--- src/rtl/core/pma_pkg.sv ---
// pma_pkg: sizes, codes and shared types of the polynomial multiply/add block.
// No dependencies; every other file refers to it by scoped names.
package pma_pkg;

	localparam int MaxTerms  = 16;
	localparam int ProdDepth = 2 * MaxTerms - 1;
	localparam int IdxW      = $clog2(MaxTerms);
	localparam int ProdW     = $clog2(ProdDepth);

	localparam int OpW      = 2;
	localparam int InCoefW  = 11;
	localparam int InExpW   = 4;
	localparam int CoefW    = 32;
	localparam int ExpW     = 5;

	typedef enum logic [OpW-1:0] {
		OP_LOAD_A = 2'd0,
		OP_LOAD_B = 2'd1,
		OP_RUN    = 2'd2
	} op_t;

	typedef enum logic [0:0] {
		KIND_PRODUCT = 1'b0,
		KIND_SUM     = 1'b1
	} kind_t;

	typedef enum logic [2:0] {
		ST_IDLE,
		ST_MAC,
		ST_DRAIN,
		ST_WALK_P,
		ST_ZERO_P,
		ST_WALK_S,
		ST_ZERO_S,
		ST_FLUSH
	} state_t;

	typedef struct packed {
		logic             kind;
		logic [CoefW-1:0] coef;
		logic [ExpW-1:0]  expo;
	} term_t;

	typedef struct packed {
		logic             load_a;
		logic             load_b;
		logic             mac;
		logic [IdxW-1:0]  i;
		logic [IdxW-1:0]  j;
		logic             step_p;
		logic [ProdW-1:0] pidx;
		logic             step_s;
		logic [IdxW-1:0]  sidx;
		logic             zero;
		logic             zero_kind;
		logic             flush;
	} cmd_t;

	typedef struct packed {
		logic cand_nz;
		logic push_ok;
	} stat_t;

endpackage

--- src/rtl/core/pma_ctrl.sv ---
// pma_ctrl: run sequencer of the polynomial multiply/add block (loads, MAC sweep, walks).
// Depends on pma_pkg; commands pma_datapath through cmd_t.
module pma_ctrl (
	input  logic                          clk,
	input  logic                          arst_n,
	input  logic                          in_valid,
	output logic                          in_ready,
	input  logic [pma_pkg::OpW-1:0]       op,
	input  pma_pkg::stat_t                stat,
	output pma_pkg::cmd_t                 cmd
);

	localparam logic [pma_pkg::IdxW-1:0]  IdxLast  = pma_pkg::IdxW'(pma_pkg::MaxTerms - 1);
	localparam logic [pma_pkg::ProdW-1:0] ProdLast = pma_pkg::ProdW'(pma_pkg::ProdDepth - 1);

	pma_pkg::state_t state_q, state_d;
	logic [pma_pkg::IdxW-1:0]  i_q, i_d, j_q, j_d, sidx_q, sidx_d;
	logic [pma_pkg::ProdW-1:0] pidx_q, pidx_d;
	logic                      found_q, found_d;

	always_ff @(posedge clk or negedge arst_n) begin
		if (!arst_n) begin
			state_q <= pma_pkg::ST_IDLE;
			i_q     <= '0;
			j_q     <= '0;
			pidx_q  <= '0;
			sidx_q  <= '0;
			found_q <= 1'b0;
		end else begin
			state_q <= state_d;
			i_q     <= i_d;
			j_q     <= j_d;
			pidx_q  <= pidx_d;
			sidx_q  <= sidx_d;
			found_q <= found_d;
		end
	end

	always_comb begin
		state_d  = state_q;
		i_d      = i_q;
		j_d      = j_q;
		pidx_d   = pidx_q;
		sidx_d   = sidx_q;
		found_d  = found_q;
		in_ready = 1'b0;
		cmd           = '0;
		cmd.i         = i_q;
		cmd.j         = j_q;
		cmd.pidx      = pidx_q;
		cmd.sidx      = sidx_q;

		case (state_q)
			pma_pkg::ST_IDLE: begin
				in_ready = 1'b1;
				if (in_valid) begin
					case (op)
						pma_pkg::OP_LOAD_A: cmd.load_a = 1'b1;
						pma_pkg::OP_LOAD_B: cmd.load_b = 1'b1;
						pma_pkg::OP_RUN: begin
							i_d     = '0;
							j_d     = '0;
							state_d = pma_pkg::ST_MAC;
						end
						default: ;
					endcase
				end
			end
			pma_pkg::ST_MAC: begin
				cmd.mac = 1'b1;
				j_d = j_q + 1'b1;
				if (j_q == IdxLast) begin
					j_d = '0;
					i_d = i_q + 1'b1;
					if (i_q == IdxLast)
						state_d = pma_pkg::ST_DRAIN;
				end
			end
			pma_pkg::ST_DRAIN: begin
				// last accumulate lands this cycle
				pidx_d  = ProdLast;
				found_d = 1'b0;
				state_d = pma_pkg::ST_WALK_P;
			end
			pma_pkg::ST_WALK_P: begin
				if (stat.push_ok) begin
					cmd.step_p = 1'b1;
					found_d = found_q || stat.cand_nz;
					pidx_d  = pidx_q - 1'b1;
					if (pidx_q == '0) begin
						sidx_d  = IdxLast;
						found_d = 1'b0;
						state_d = (found_q || stat.cand_nz) ? pma_pkg::ST_WALK_S
							: pma_pkg::ST_ZERO_P;
					end
				end
			end
			pma_pkg::ST_ZERO_P: begin
				if (stat.push_ok) begin
					cmd.zero      = 1'b1;
					cmd.zero_kind = pma_pkg::KIND_PRODUCT;
					state_d       = pma_pkg::ST_WALK_S;
				end
			end
			pma_pkg::ST_WALK_S: begin
				if (stat.push_ok) begin
					cmd.step_s = 1'b1;
					found_d = found_q || stat.cand_nz;
					sidx_d  = sidx_q - 1'b1;
					if (sidx_q == '0)
						state_d = (found_q || stat.cand_nz) ? pma_pkg::ST_FLUSH
							: pma_pkg::ST_ZERO_S;
				end
			end
			pma_pkg::ST_ZERO_S: begin
				if (stat.push_ok) begin
					cmd.zero      = 1'b1;
					cmd.zero_kind = pma_pkg::KIND_SUM;
					state_d       = pma_pkg::ST_FLUSH;
				end
			end
			pma_pkg::ST_FLUSH: begin
				// final term goes out with last; stores clear
				if (stat.push_ok) begin
					cmd.flush = 1'b1;
					state_d   = pma_pkg::ST_IDLE;
				end
			end
			default: state_d = pma_pkg::ST_IDLE;
		endcase
	end

endmodule

--- config.mk ---
export PLATFORM = sky130hd
export DESIGN_NAME = pma_ctrl
export DESIGN_NICKNAME = d
export VERILOG_FILES = /design/src/rtl/core/pma_pkg.sv /design/src/rtl/core/pma_ctrl.sv
export SDC_FILE = /design/constraint.sdc
export NUM_CORES = 1
export LEC_CHECK = 0
export ABC_AREA = 1
export ABC_CLOCK_PERIOD_IN_PS = 1980
export BUFFER_PORTS_ARGS = -buffer_cell sky130_fd_sc_hd__buf_2
export CORE_MARGIN = 2
export CORE_UTILIZATION = 53
export CTS_CLUSTER_SIZE = 25
export DETAILED_ROUTE_END_ITERATION = 12
export GPL_ROUTABILITY_DRIVEN = 0
export GPL_TIMING_DRIVEN = 1
export PLACE_DENSITY = 0.87
export SYNTH_ARGS = -nofsm -noshare
export SYNTH_HDL_FRONTEND = slang
export SYNTH_SLANG_ARGS = --single-unit
--- constraint.sdc ---
create_clock -name clk -period 1.98 [get_ports clk]
set_clock_uncertainty 0.1 [all_clocks]
set_input_delay 0.198 -clock clk [delete_from_list [all_inputs] [get_ports clk]]
set_output_delay 0.198 -clock clk [all_outputs]
set_load 0.02 [all_outputs]
==> metrics.yaml <==
outcome: "finished clean"
cp-end-kind: "output pin"
pin_count: 33
drt_wl_total_um: 2630
area_growth_pct: 16.3
htreeDepth: 1
cts_root_buf: "clkbuf_4"
powerDensity_nw_per_um2: 1390
crit_chain: "nor2_4 > nand2_1 > nor4_1 > buf_2"
io_buffers: 32
dieWidth_um: 54.7
first_global_vias: 1033
muxShareOfSynthArea: 0
ys_types: 27
first_pass_iters: 4
layout-drive-gt1-share: 0.319
drv_slew: 0
crit_required_ps: 1680
syn_nets: 182
fin_crit_sh: 0.928
crit_slowest_cell: "dfrtp_2"
wl_per_cell_um: 11.1
rsz0062_at_grt: "false"
worst_pin_slew_ps: 479
yosys_warnings: 0
finalHoldViolations: 0
setup_violations: 0
postRouteAntennaNets: 0
worst_setup_path_start_kind: "register"
place_hpwl_um: 2000
grt_pass1_wl_um: 4220
worstSetupPathType: "register to output pin"
synth_edf_count: 0
synth_area_leaders: "dfrtp_1, nand2_1, nand3_1"
grt_overflow: 0
rows: 18
die_area_um2: 2990
worst-r2r-setup-slack_ps: 290
syn_area_um2: 1360
r2r_start: "pidx_q[0]"
die_h_um: 54.7
synth_adder_area_share: 0.0367
reg2reg_depth: 9
syn_area_per_cell_um2: 7.97
hold_ws_ps: 165
drtIter0Drc: 28
synth_compound_area_frac: 0.0670
yosys_most_used_dff: "dfrtp_1"
period_minus_slack_ps: 1840
grt_max_degree: 22
antennaDiodeCount: 0
tritoncts: "yes"
cp_max_fo: 8
synth-seq-area-share: 0.386
hold_end: "found_q"
antenna_found_initial: 0
worstHoldStart: "stat[1]"
start_util: 0.555
layout.nets: 219
worstSkewPairLatency_ps: 310
cap_violations: 0
vias: 1206
slew_headroom: 0.680
synthSimpleGateAreaFrac: 0.386
ys_seq_elements: 21
cts_buffers: 3
cts_buffer_depth: 2
max-vdd-ir-drop_uv: 831
yosysTopAreaCell: "dfrtp_1"
fmax_mhz: 544
critPathArrivalTime_ps: 1540
synth_top_family_by_area: "simple AND/OR/NAND/NOR gates"
drc_errors: 0
clk_pin_slew_worst_paths_ps: 120
synth_cells: 171
async_reset_ff_frac: 1.00
leakage_nw: 0.827
netlist.area_leader.share: 0.386
grt_use_total: 0.197
reg2reg_to: "state_q[0]"
cts_num_sinks: 21
hold-path-cell-count: 5
setup_tns_ps: 0
slowest_delay_ps: 530
vias_per_cell: 5.09
synth-xor-area-share: 0.0321
fin_util: 0.646
fp.coreArea_um2: 2450
hold_class: "input port to register"
[metrics by stage]
| step | instances | cell area [um^2] | setup WS, ps | power, mW |
|---|---|---|---|---|
| after floorplan | 171 | 1360 | 253 | 1.72 |
| after global placement | 231 | 1540 | 350 | 1.96 |
| after detailed placement | 231 | 1540 | 320 | 1.99 |
| after CTS | 236 | 1580 | 35.1 | 2.21 |
| after global routing | 237 | 1590 | 26.3 | 2.40 |
| final | 237 | 1590 | 143 | 2.21 |
[area by class of cell]
type	count	area (um^2)
fill	229	870
tap	30	37.5
timing repair buffer	35	185
inverter	25	96.3
sequential	21	528
clock buffer	3	22.5
clock inverter	1	5.00
multi-input combinational	122	711
[state kept, by name, summed over array words and instances, names as in the netlist]
register / count
found_q: 1
i_q: 4
j_q: 4
pidx_q: 5
sidx_q: 4
state_q: 3
[what timing repair did]
item                                    in CTS  in global routing
resized for setup                            1                  1
endpoints found under the setup margin       2                  2
hold buffers                                 1                  0
hold endpoints to repair                    21                  0
buffers inserted                             0                  1
[kinds of logic after synthesis]
logic type / after synthesis
and+or+nand+nor: 96
adders and majority gates: 4
AOI/OAI and AO/OA: 17
buffers and inverters: 28
xor gates and xnor gates: 5
DFF: 21
[cells in the final DEF, fill, tap and decap left out, types with 4 or more instances in the layout]
master   Yosys  routed
ha_1         4       4
nand2_1     43      43
o21ai_1     12      12
buf_2        0      32
nor2_1       6       6
nor2_4       6       6
nand4_1      5       5
dfrtp_1     21      19
inv_2        7       7
nand3_2      5       5
inv_1       17      17
nor3_1       4       4
nand3_1     17      17
[cells in the mapped netlist (2+ instances only)]
master / n
buf_6: 2
dfrtp_1: 21
ha_1: 4
inv_1: 17
inv_2: 7
nand2_1: 43
nand2_2: 3
nand2_4: 2
nand3_1: 17
nand3_2: 5
nand4_1: 5
nor2_1: 6
nor2_4: 6
nor3_1: 4
nor4_1: 2
o21ai_0: 2
o21ai_1: 12
xnor2_1: 2
xor2_1: 3
[metal layers]
metal | track usage | vias to the layer above | share of wire
li1 | - | 636 | -
met1 | 0.256 | 542 | 0.48
met4 | 0.0625 | 0 | 0.012
met5 | 0 | - | 0
met2 | 0.329 | 24 | 0.46
met3 | 0.0328 | 4 | 0.048
[worst max path at each step]
stage / startpoint / cells after the start / to / slack (ps)
after floorplan: state_q[1] / 4 / cmd[23] / 250
after global placement: state_q[2] / 4 / cmd[24] / 350
after detailed placement: pidx_q[0] / 9 / state_q[1] / 320
after CTS: state_q[1] / 4 / cmd[23] / 40
after global routing: state_q[1] / 4 / cmd[23] / 30
final: state_q[1] / 4 / cmd[23] / 140
[worst max-delay path: cells and delay by family, from the launching register on]
family        cells  cell delay (ps)
flops             1              530
simple gates      3              500
buf+inv           1              200
[report_power, final]
part	internal, mW	leakage, nW	switching, mW	total [mW]
Combinational	0.435	0.556	0.844	1.28
Sequential	0.559	0.253	0.162	0.722
Clock	0.0754	0.0177	0.135	0.210
No activity file was read; power rests on OpenSTA's default activity.
